## config.mk

```make
export PLATFORM = sky130hd
export DESIGN_NAME = scm_csr
export DESIGN_NICKNAME = d
export VERILOG_FILES = /design/src/hw/rtl/scm_pkg.sv /design/src/hw/rtl/scm_csr.sv
export SDC_FILE = /design/constraint.sdc
export NUM_CORES = 1
export LEC_CHECK = 0
export BUFFER_PORTS_ARGS = -buffer_cell sky130_fd_sc_hd__buf_2
export CORE_MARGIN = 2
export CORE_UTILIZATION = 30
export DETAILED_ROUTE_END_ITERATION = 10
export GPL_ROUTABILITY_DRIVEN = 0
export GPL_TIMING_DRIVEN = 0
export PLACE_DENSITY = 0.61
export SYNTH_ARGS = -nofsm -noshare
export SYNTH_HDL_FRONTEND = slang
export SYNTH_SLANG_ARGS = --single-unit
export TNS_END_PERCENT = 1
```

## constraint.sdc

```tcl
create_clock -name clock -period 2.3 [get_ports clock]
set_clock_uncertainty 0.2 [all_clocks]
set_input_delay 0.115 -clock clock [delete_from_list [all_inputs] [get_ports clock]]
set_output_delay 0.115 -clock clock [all_outputs]
set_load 0.005 [all_outputs]
```

## src/hw/rtl/scm_pkg.sv

```systemverilog
package scm_pkg;

   // Fixed widths of the point fields and the result channels
   localparam int ValueWidth  = 32;
   localparam int ChanWidth   = 8;
   localparam int ColourWidth = 3 * ChanWidth;
   localparam int AddrWidth   = 5;
   localparam int DataWidth   = 32;
   localparam int ModeWidth   = 3;
   localparam int IndexWidth  = 3;

   // Colour source select codes
   localparam logic [ModeWidth-1:0] MODE_FLAT      = 3'd0;
   localparam logic [ModeWidth-1:0] MODE_INTENSITY = 3'd1;
   localparam logic [ModeWidth-1:0] MODE_RANGE     = 3'd2;
   localparam logic [ModeWidth-1:0] MODE_X         = 3'd3;
   localparam logic [ModeWidth-1:0] MODE_Y         = 3'd4;
   localparam logic [ModeWidth-1:0] MODE_Z         = 3'd5;

   // Register indexes (byte address is 4 * index)
   localparam logic [IndexWidth-1:0] REG_COLOUR_MODE    = 3'd0;
   localparam logic [IndexWidth-1:0] REG_LOW_BOUND      = 3'd1;
   localparam logic [IndexWidth-1:0] REG_HIGH_BOUND     = 3'd2;
   localparam logic [IndexWidth-1:0] REG_RAINBOW_ENABLE = 3'd3;
   localparam logic [IndexWidth-1:0] REG_LOW_COLOUR     = 3'd4;
   localparam logic [IndexWidth-1:0] REG_HIGH_COLOUR    = 3'd5;

   // Full-scale channel value of the hue wheel
   localparam logic [ChanWidth-1:0] Chroma = 8'd254;

   // floor(254 * f / 60) for f = 0 .. 60; the top entries are unused
   localparam logic [ChanWidth-1:0] RiseTable [64] = '{
      8'd0,   8'd4,   8'd8,   8'd12,  8'd16,  8'd21,  8'd25,  8'd29,
      8'd33,  8'd38,  8'd42,  8'd46,  8'd50,  8'd55,  8'd59,  8'd63,
      8'd67,  8'd71,  8'd76,  8'd80,  8'd84,  8'd88,  8'd93,  8'd97,
      8'd101, 8'd105, 8'd110, 8'd114, 8'd118, 8'd122, 8'd127, 8'd131,
      8'd135, 8'd139, 8'd143, 8'd148, 8'd152, 8'd156, 8'd160, 8'd165,
      8'd169, 8'd173, 8'd177, 8'd182, 8'd186, 8'd190, 8'd194, 8'd198,
      8'd203, 8'd207, 8'd211, 8'd215, 8'd220, 8'd224, 8'd228, 8'd232,
      8'd237, 8'd241, 8'd245, 8'd249, 8'd254, 8'd0,   8'd0,   8'd0
   };

   // Configuration as seen by the datapath
   typedef struct packed {
      logic [ModeWidth-1:0]          colour_mode;
      logic signed [ValueWidth-1:0]  low_bound;
      logic signed [ValueWidth-1:0]  high_bound;
      logic                          rainbow_enable;
      logic [ColourWidth-1:0]        low_colour;
      logic [ColourWidth-1:0]        high_colour;
      logic [ValueWidth-1:0]         divisor;
   } cfg_type;

   // Control bits that travel with each word
   typedef struct packed {
      logic valid;
      logic flat;
      logic use_div;
   } ctl_type;

   // Hue in degrees (0 .. 255) to packed RGB, full saturation, lightness 127
   function automatic logic [ColourWidth-1:0] hue_to_rgb(input logic [ChanWidth-1:0] h);
      logic [ChanWidth-1:0] f;
      logic [ChanWidth-1:0] down_idx;
      logic [ChanWidth-1:0] up;
      logic [ChanWidth-1:0] down;
      logic [ColourWidth-1:0] rgb;
      if (h < 8'd60) begin
         f = h;
      end else if (h < 8'd120) begin
         f = h - 8'd60;
      end else if (h < 8'd180) begin
         f = h - 8'd120;
      end else if (h < 8'd240) begin
         f = h - 8'd180;
      end else begin
         f = h - 8'd240;
      end
      down_idx = 8'd60 - f;
      up       = RiseTable[f[5:0]];
      down     = RiseTable[down_idx[5:0]];
      if (h < 8'd60) begin
         rgb = {Chroma, up, 8'd0};
      end else if (h < 8'd120) begin
         rgb = {down, Chroma, 8'd0};
      end else if (h < 8'd180) begin
         rgb = {8'd0, Chroma, up};
      end else if (h < 8'd240) begin
         rgb = {8'd0, down, Chroma};
      end else begin
         rgb = {up, 8'd0, Chroma};
      end
      return rgb;
   endfunction

endpackage

```

## src/hw/rtl/scm_csr.sv

```systemverilog
module scm_csr
   import scm_pkg::*;
#(
   parameter int FRACTION_BITS = 16
) (
   input  logic                 clock,
   input  logic                 reset,
   input  logic                 csr_psel,
   input  logic                 csr_penable,
   input  logic                 csr_pwrite,
   input  logic [AddrWidth-1:0] csr_paddr,
   input  logic [DataWidth-1:0] csr_pwdata,
   output logic [DataWidth-1:0] csr_prdata,
   output logic                 csr_pready,
   output cfg_type              cfg
);

   localparam logic signed [ValueWidth-1:0] HighReset =
      ValueWidth'(100) << FRACTION_BITS;

   logic [ModeWidth-1:0]         mode_ff;
   logic signed [ValueWidth-1:0] low_ff;
   logic signed [ValueWidth-1:0] high_ff;
   logic                         rainbow_ff;
   logic [ColourWidth-1:0]       low_colour_ff;
   logic [ColourWidth-1:0]       high_colour_ff;
   logic [ValueWidth-1:0]        divisor_ff;
   logic [ValueWidth-1:0]        divisor_in;
   logic                         write_en;
   logic [IndexWidth-1:0]        index;

   assign csr_pready = 1'b1;
   assign write_en   = csr_psel & csr_penable & csr_pwrite & csr_pready;
   assign index      = csr_paddr[AddrWidth-1:2];

   // Update the addressed register on the access phase
   always_ff @(posedge clock) begin
      if (reset) begin
         mode_ff        <= MODE_FLAT;
         low_ff         <= '0;
         high_ff        <= HighReset;
         rainbow_ff     <= 1'b0;
         low_colour_ff  <= '1;
         high_colour_ff <= '0;
      end else if (write_en) begin
         unique case (index)
            REG_COLOUR_MODE:    mode_ff        <= csr_pwdata[ModeWidth-1:0];
            REG_LOW_BOUND:      low_ff         <= csr_pwdata;
            REG_HIGH_BOUND:     high_ff        <= csr_pwdata;
            REG_RAINBOW_ENABLE: rainbow_ff     <= csr_pwdata[0];
            REG_LOW_COLOUR:     low_colour_ff  <= csr_pwdata[ColourWidth-1:0];
            REG_HIGH_COLOUR:    high_colour_ff <= csr_pwdata[ColourWidth-1:0];
            default: ;
         endcase
      end
   end

   // Keep the span of the bounds ready for the divider
   assign divisor_in = high_ff - low_ff;

   always_ff @(posedge clock) begin
      divisor_ff <= divisor_in;
   end

   // Read back
   always_comb begin
      unique case (index)
         REG_COLOUR_MODE:    csr_prdata = DataWidth'(mode_ff);
         REG_LOW_BOUND:      csr_prdata = low_ff;
         REG_HIGH_BOUND:     csr_prdata = high_ff;
         REG_RAINBOW_ENABLE: csr_prdata = DataWidth'(rainbow_ff);
         REG_LOW_COLOUR:     csr_prdata = DataWidth'(low_colour_ff);
         REG_HIGH_COLOUR:    csr_prdata = DataWidth'(high_colour_ff);
         default:            csr_prdata = '0;
      endcase
   end

   assign cfg.colour_mode    = mode_ff;
   assign cfg.low_bound      = low_ff;
   assign cfg.high_bound     = high_ff;
   assign cfg.rainbow_enable = rainbow_ff;
   assign cfg.low_colour     = low_colour_ff;
   assign cfg.high_colour    = high_colour_ff;
   assign cfg.divisor        = divisor_ff;

endmodule

```

==> results of run 1 <==
==> where the power goes <==
| group | switching [W] | internal [W] |
|---|---|---|
| logic | 0.000375 | 0.000288 |
| clock network | 0.00121 | 0.00157 |
| registers | 0.0000317 | 0.00263 |
==> final cells by class <==
cell class / instances / area (um^2)
fill: 2564 / 14700
tap: 330 / 413
buffer: 66 / 320
multi-input combinational: 676 / 4400
inverter: 40 / 150
clock buffer: 20 / 457
timing repair buffer: 253 / 1440
clock inverter: 12 / 116
sequential: 148 / 3000
==> path summary, 6_finish.rpt <==
path,endpoint,from,cells after the start
min,mode_ff[2],csr_paddr[3],5
min reg2reg,high_colour_ff[10],high_colour_ff[10],2
max reg2reg,divisor_ff[30],high_ff[5],8
max,divisor_ff[30],high_ff[5],8
==> cell usage in the layout, fill, tap and decap left out, drive strengths merged, types with 7 or more instances in the layout <==
master,netlist,routed
dfxtp,148,148
a211o,26,26
buf,28,248
a22o,29,29
nand2,210,210
inv,40,46
ha,31,31
mux2i,9,9
o21ai,21,21
nand3,11,11
nor2,37,37
nor3,10,10
xor2,8,8
nor2b,27,27
dlygate4sd3,0,33
a221o,21,21
nand2b,7,7
nand4,8,8
xnor2,16,16
a211oi,7,7
a21o,7,7
a21oi,123,123
clkbuf,38,58
==> logic make-up after synthesis <==
group | share of synthesized area, %
adders and majority gates | 5.38
xor gates and xnor gates | 2.77
muxes | 1.93
other | 0.0494
and+or+nand+nor | 20.5
DFF | 39.1
AOI/OAI and AO/OA | 24.1
buffers and inverters | 6.19
==> layer usage <==
| metal | track usage, % | vias up |
|---|---|---|
| li1 | - | 3791 |
| met1 | 27.8 | 3743 |
| met2 | 34.6 | 302 |
| met3 | 4.49 | 65 |
| met4 | 8.97 | 0 |
| met5 | 0 | - |
==> critical path: stages, from the launching register on <==
cell and delay [ps]:
dfxtp_1 470, ha_1 350, o21a_1 260, nand4_1 130, a21oi_2 60, o211ai_1 470
buf_4 220, a21oi_4 50, nor4bb_4 270
==> flip-flops by register name (all words and copies together), names as in the netlist <==
register / flops
divisor_ff: 32
high_ff: 32
low_ff: 32
high_colour_ff: 24
low_colour_ff: 24
mode_ff: 3
rainbow_ff: 1
==> timing repair <==
action | in CTS | in global routing
pin swaps | 13 | 12
cloned | 0 | 0
endpoints found under the setup margin | 19 | 16
setup buffers | 4 | 1
endpoints found under the hold margin | 116 | 0
gates resized for setup | 52 | 24
hold buffers | 33 | 0
==> per-stage QoR <==
step,std cells,total power [W],hold slack [ps]
2_1_floorplan,930,0.00304,32.9
3_3_place_gp,1475,0.00331,172
3_5_place_dp,1475,0.00331,178
4_1_cts,1544,0.00612,55.0
5_1_grt,1545,0.00631,98.8
6_report,1545,0.00610,64.6
==> results.md, run 1 <==
| Metric | Reported |
| --- | --- |
| Outcome | finished with violations |
| Failing checks | setup timing |
| Average wire per standard cell | 19.1 um |
| Starting density of the core | 30.3% |
| Wire length of the first global-routing pass | 43.2 mm |
| Core Box Area | 25000 um^2 |
| Largest area contributor in the synthesized netlist | dfxtp_1 |
| Final period demand of the worst path | 2570 ps |
| Total clock buffers created by CTS | 17 |
| Layout cells sized above 1 | 29.5% |
| Number of nets with antenna violations after routing | 0 |
| Dominant register cell in the synthesized netlist | dfxtp_1 |
| Met3 routed wirelength | 1.80 mm |
| Congestion Overflow GR | 0 |
| Max clock buf depth | 2 |
| Power density over the cells | 593 nW/um^2 |
| Overall routed net length | 29.5 mm |
| Final standard cell area without fillers | 10300 um^2 |
| Antenna diodes | 0 |
| Share of synthesized flip-flops with an asynchronous set or reset | 0% |
| Unrepaired setup endpoints after global routing | true |
| Sequential fraction of the synthesis area | 39.1% |
| DIE AREA | 26600 um^2 |
| Number of enable-type register cells in the synthesized netlist | 0 |
| Number of nets in the finished design | 1276 |
| Top routing layer in use | met4 |
| Ys Warns | 0 |
| Number of failing setup endpoints in the final timing report | 9 |
| Clk Latency, worst-skew pair | 430 ps |
| Maximum Capacitance Violations | 0 |
| Critical Path AT | 2710 ps |
| Met1 WL | 12.8 mm |
| DRT iter0 DRCs | 612 |
| Root buffer cell | clkbuf_16 |
| Worst relative slew slack | 51.7% |
| Iteration count of the initial detailed-routing pass | 5 |
| Number of antenna violations at the first check in global routing | 0 |
| Most numerous cell in the Yosys netlist | nand2_1 |
| Synth Instances | 930 |
| Critical Path RT | 2440 ps |
| Pin count of the biggest net entering global routing | 17 |
| Net Count, Synth | 1004 |
| Share of the synthesized area in the top cell type | 39.1% |
| Most common library cells after synthesis | nand2_1 (208), dfxtp_1 (148), a21oi_1 (119) |
| Vias in the first global route | 7373 |
| Top area cells in the synthesized netlist | dfxtp_1 (39%), nand2_1 (10%), a21oi_1 (7.9%) |
| Highest net fanout along the worst path | 5 |
| R2R Setup Slk | -270 ps |
| Clock transition at path regs | 60 ps |
| Cell area reported after detailed placement | 9070 um^2 |
| Die outline width | 163 um |
| Drt drc | 0 |
| Yosys reg bits | 148 |
| TritonCTS sink count | 148 |
| All-layer global routing usage | 21.4% |
| Met2 wire length | 13.7 mm |
| Class of the tightest hold or removal check | in -> reg |
| Total half-perimeter wirelength after legalization and detailed placement | 22.5 mm |
| Element type at the critical path end | register |
| Hold violation total from the final report | 0 |
| Top-level I/O count | 223 |
| Area growth syn-to-layout | 35.7% |
| Setup TNS | -773 ps |
| Std cell rows | 58 |
| Pin slew with the least headroom to its limit | 725 ps |
| Final max-slew violation count | 0 |
| Average cell area after synthesis | 8.16 um^2 |
| Utilization after layout | 41.1% |
| Number of buffer cells added on primary ports | 215 |
| Fmax | 389 MHz |
| Kind of launch point of the worst setup path | register |
| Static leakage | 4.40 nW |
| Clock tree from TritonCTS | done |
| Setup WS post-layout | -274 ps |
| Area of the mapped netlist | 7590 um^2 |
| CP Class | reg -> reg |
| Count of H-tree levels built during CTS | 4 |
| Via total after detailed routing | 7901 |
| Peak VDD IR | 0.426 mV |
| Tcrit/Tclk final | 112% |
| Post-placement worst setup slack | -518 ps |
| Y dimension of the die | 163 um |
| Via-to-Cell Ratio | 5.11 |
| Library cells used by synthesis | 64 |
No activity file was read; power rests on OpenSTA's default activity.
==> run 2, diff against run 1 <==
--- a/config.mk
+++ b/config.mk
@@ -8,6 +8,7 @@
 export BUFFER_PORTS_ARGS = -buffer_cell sky130_fd_sc_hd__buf_2
 export CORE_MARGIN = 2
 export CORE_UTILIZATION = 30
+export CTS_BUF_LIST = sky130_fd_sc_hd__clkbuf_8 sky130_fd_sc_hd__clkbuf_16
 export DETAILED_ROUTE_END_ITERATION = 10
 export GPL_ROUTABILITY_DRIVEN = 0
 export GPL_TIMING_DRIVEN = 0
==> run 2 against run 1 <==
  * The run still ends with setup timing left
  * Clock-buffer cell count down 1
  * Hold slack unchanged
  * Register-to-register slack hardly changed
  * Highest routed layer unchanged
  * Clock power about the same
  * Sequential power barely moved
==> results.md, run 2 (synthesis results as in run 1) <==
| Metric | Reported | Delta |
| --- | --- | --- |
| Outcome | finished with violations |  |
| Failing checks | setup timing |  |
| Worst Hold Launch | csr_paddr[3] |  |
| Critical Path RT | 2440 ps | about the same |
| Utilization after layout | 41.1% | unchanged |
| Max clock buf depth | 2 | unchanged |
| Antenna diodes | 0 | unchanged |
| Iteration count of the initial detailed-routing pass | 5 | unchanged |
| Beginning of the worst register-to-register path | high_ff[5] |  |
| Commonest cells after routing, fill and taps aside | buf_2 (233), nand2_1 (207), dfxtp_1 (125), a21oi_1 (108), inv_1 (40) |  |
| Via total after detailed routing | 7901 | unchanged |
| Y dimension of the die | 163 um | unchanged |
| Number of nets in the finished design | 1276 | unchanged |
| Pin count of the biggest net entering global routing | 17 | unchanged |
| Final max-slew violation count | 0 | unchanged |
| Worst relative slew slack | 51.7% | unchanged |
| Highest net fanout along the worst path | 5 | unchanged |
| Switching share of total power | 26.5% | about the same |
| Static leakage | 4.41 nW | about the same |
| Cell area reported after detailed placement | 9070 um^2 | unchanged |
| Total half-perimeter wirelength after legalization and detailed placement | 22.5 mm | unchanged |
| CP Class | reg -> reg |  |
| Setup TNS | -773 ps | unchanged |
| Clk Latency, worst-skew pair | 430 ps | about the same |
| Kind of launch point of the worst setup path | register |  |
| R2R Setup Slk | -270 ps | about the same |
| Number of failing setup endpoints in the final timing report | 9 | unchanged |
| Hold Path Depth | 5 | unchanged |
| Combinational share of power | 10.9% | about the same |
| Overall routed net length | 29.5 mm | unchanged |
| Relative contribution of the clock network to total power | 45.4% | about the same |
| Pin slew with the least headroom to its limit | 725 ps | unchanged |
| Starting density of the core | 30.3% | unchanged |
| Share of power burned in registers | 43.7% | about the same |
| Top-level I/O count | 223 | unchanged |
| Hold violation total from the final report | 0 | unchanged |
| Critical Path AT | 2710 ps | about the same |
| Registers with the highest flip-flop counts | divisor_ff (32), high_ff (32), low_ff (32) |  |
| Die outline width | 163 um | unchanged |
| Switch Pwr | 0.00162 W | about the same |
| Most frequent standard cell in the layout excluding fill and tap cells | buf_2 |  |
| Drt drc | 0 | unchanged |
| Congestion Overflow GR | 0 | unchanged |
| CP peak stage delay | 470 ps | about the same |
| Clock tree from TritonCTS | done |  |
| Vias in the first global route | 7373 | unchanged |
| TritonCTS sink count | 148 | unchanged |
| Critical Path Slowest Stage Cell | dfxtp_1 |  |
| Element type at the critical path end | register |  |
| All-layer global routing usage | 21.4% | unchanged |
| Power density over the cells | 593 nW/um^2 | about the same |
| DRT iter0 DRCs | 612 | unchanged |
| Total clock buffers created by CTS | 17 | unchanged |
| Tcrit/Tclk final | 112% | unchanged |
| Setup WS post-layout | -274 ps | unchanged |
| Count of fill cells added during filler insertion | 2564 | unchanged |
| Average wire per standard cell | 19.1 um | unchanged |
| WP buf/inv | 1 | unchanged |
| Number of antenna violations at the first check in global routing | 0 | unchanged |
| Peak VDD IR | 0.426 mV | about the same |
| Root buffer cell | clkbuf_16 |  |
| Destination of the worst hold path | mode_ff[2] |  |
| Final standard cell area without fillers | 10300 um^2 | unchanged |
| Layout cells sized above 1 | 29.5% | unchanged |
| Count of H-tree levels built during CTS | 4 | unchanged |
| Std cell rows | 58 | unchanged |
| Area growth syn-to-layout | 35.7% | unchanged |
| Via-to-Cell Ratio | 5.11 | unchanged |
| Top cell family by delay on the critical path | compound AO/OA/AOI/OAI gates |  |
| Wire length of the first global-routing pass | 43.2 mm | unchanged |
| Number of nets with antenna violations after routing | 0 | unchanged |
| DIE AREA | 26600 um^2 | unchanged |
| Class of the tightest hold or removal check | in -> reg |  |
| Number of buffer cells added on primary ports | 215 | unchanged |
| Endpoint of the most critical register-to-register path | divisor_ff[30] |  |
| Clock transition at path regs | 60 ps | about the same |
| Final period demand of the worst path | 2570 ps | unchanged |
| Internal power of the cells | 0.00448 W | about the same |
| Unrepaired setup endpoints after global routing | true |  |
| Fmax | 389 MHz | unchanged |
| Maximum Capacitance Violations | 0 | unchanged |
| Critical-path cell list | ha_1, o21a_1, nand4_1, a21oi_2, o211ai_1, buf_4, a21oi_4, nor4bb_4 |  |
| Logic depth of the worst register-to-register path | 8 | unchanged |
| Core Box Area | 25000 um^2 | unchanged |
## run 2: changes by cell type in the layout (fill, tap and decap cells not counted)
cell / previous run / this run
clkbuf_1: 38 / 37
inv_1: 39 / 40
## run 2: through the flow
stage	hold slack [ps]	instances	power, W	setup slack, ps
CTS	55.0	1544	0.00611	-202
floorplan	32.9	930	0.00304	33.7
detailed placement	178	1475	0.00331	-518
global route	98.8	1545	0.00630	-320
global placement	172	1475	0.00331	-446
finish	64.6	1545	0.00610	-274
## run 2: power groups by stage
stage               combinational (W)  sequential (W)  clock (W)
floorplan                    0.000307         0.00273          0
global placement             0.000579         0.00273          0
detailed placement           0.000586         0.00273          0
CTS                          0.000651         0.00267    0.00280
global route                 0.000715         0.00267    0.00292
finish                       0.000663         0.00267    0.00277
## run 2: what timing repair did
| item | CTS | global route |
|---|---|---|
| setup endpoints to repair | 19 | 16 |
| buffers inserted | 4 | 1 |
| gates resized for setup | 52 | 24 |
| endpoints found under the hold margin | 116 | 0 |
| pin swaps | 13 | 12 |
| hold buffers | 33 | 0 |
## run 2: cell type report
| class | count | area, um^2 | area share (%) |
|---|---|---|---|
| flip-flops and latches | 148 | 3000 | 29.1 |
| clock inverters | 13 | 120 | 1.17 |
| inverters | 40 | 150 | 1.46 |
| plain buffers | 66 | 320 | 3.11 |
| repair buffers | 253 | 1440 | 14.0 |
| multi-input cells | 676 | 4400 | 42.7 |
| clock buffers | 19 | 453 | 4.40 |
| well taps | 330 | 413 | 4.01 |
## run 2: per-layer routing
layer	up-vias	GRT usage, %	routed length (um)
li1	3791	-	-
met5	-	0	0
met3	65	4.49	1800
met1	3743	27.8	12800
met4	0	8.97	1130
met2	302	34.6	13700
## run 2: how the worst max path moves through the flow
stage / start / to / slack, ps / cells past startpoint
global placement: high_ff[0] / divisor_ff[30] / -450 / 9
detailed placement: high_ff[0] / divisor_ff[30] / -520 / 9
floorplan: low_ff[20] / divisor_ff[25] / 30 / 7
CTS: high_ff[0] / divisor_ff[30] / -200 / 10
finish: high_ff[5] / divisor_ff[30] / -270 / 8
global route: low_ff[4] / divisor_ff[30] / -320 / 9
## run 2: worst reg2reg max path, delay by kind of cell (launching register included)
family	cells	cell delay [ps]
fa+ha+maj	1	350
buf+inv	1	220
flops	1	470
simple gates	2	400
compound gates	4	840
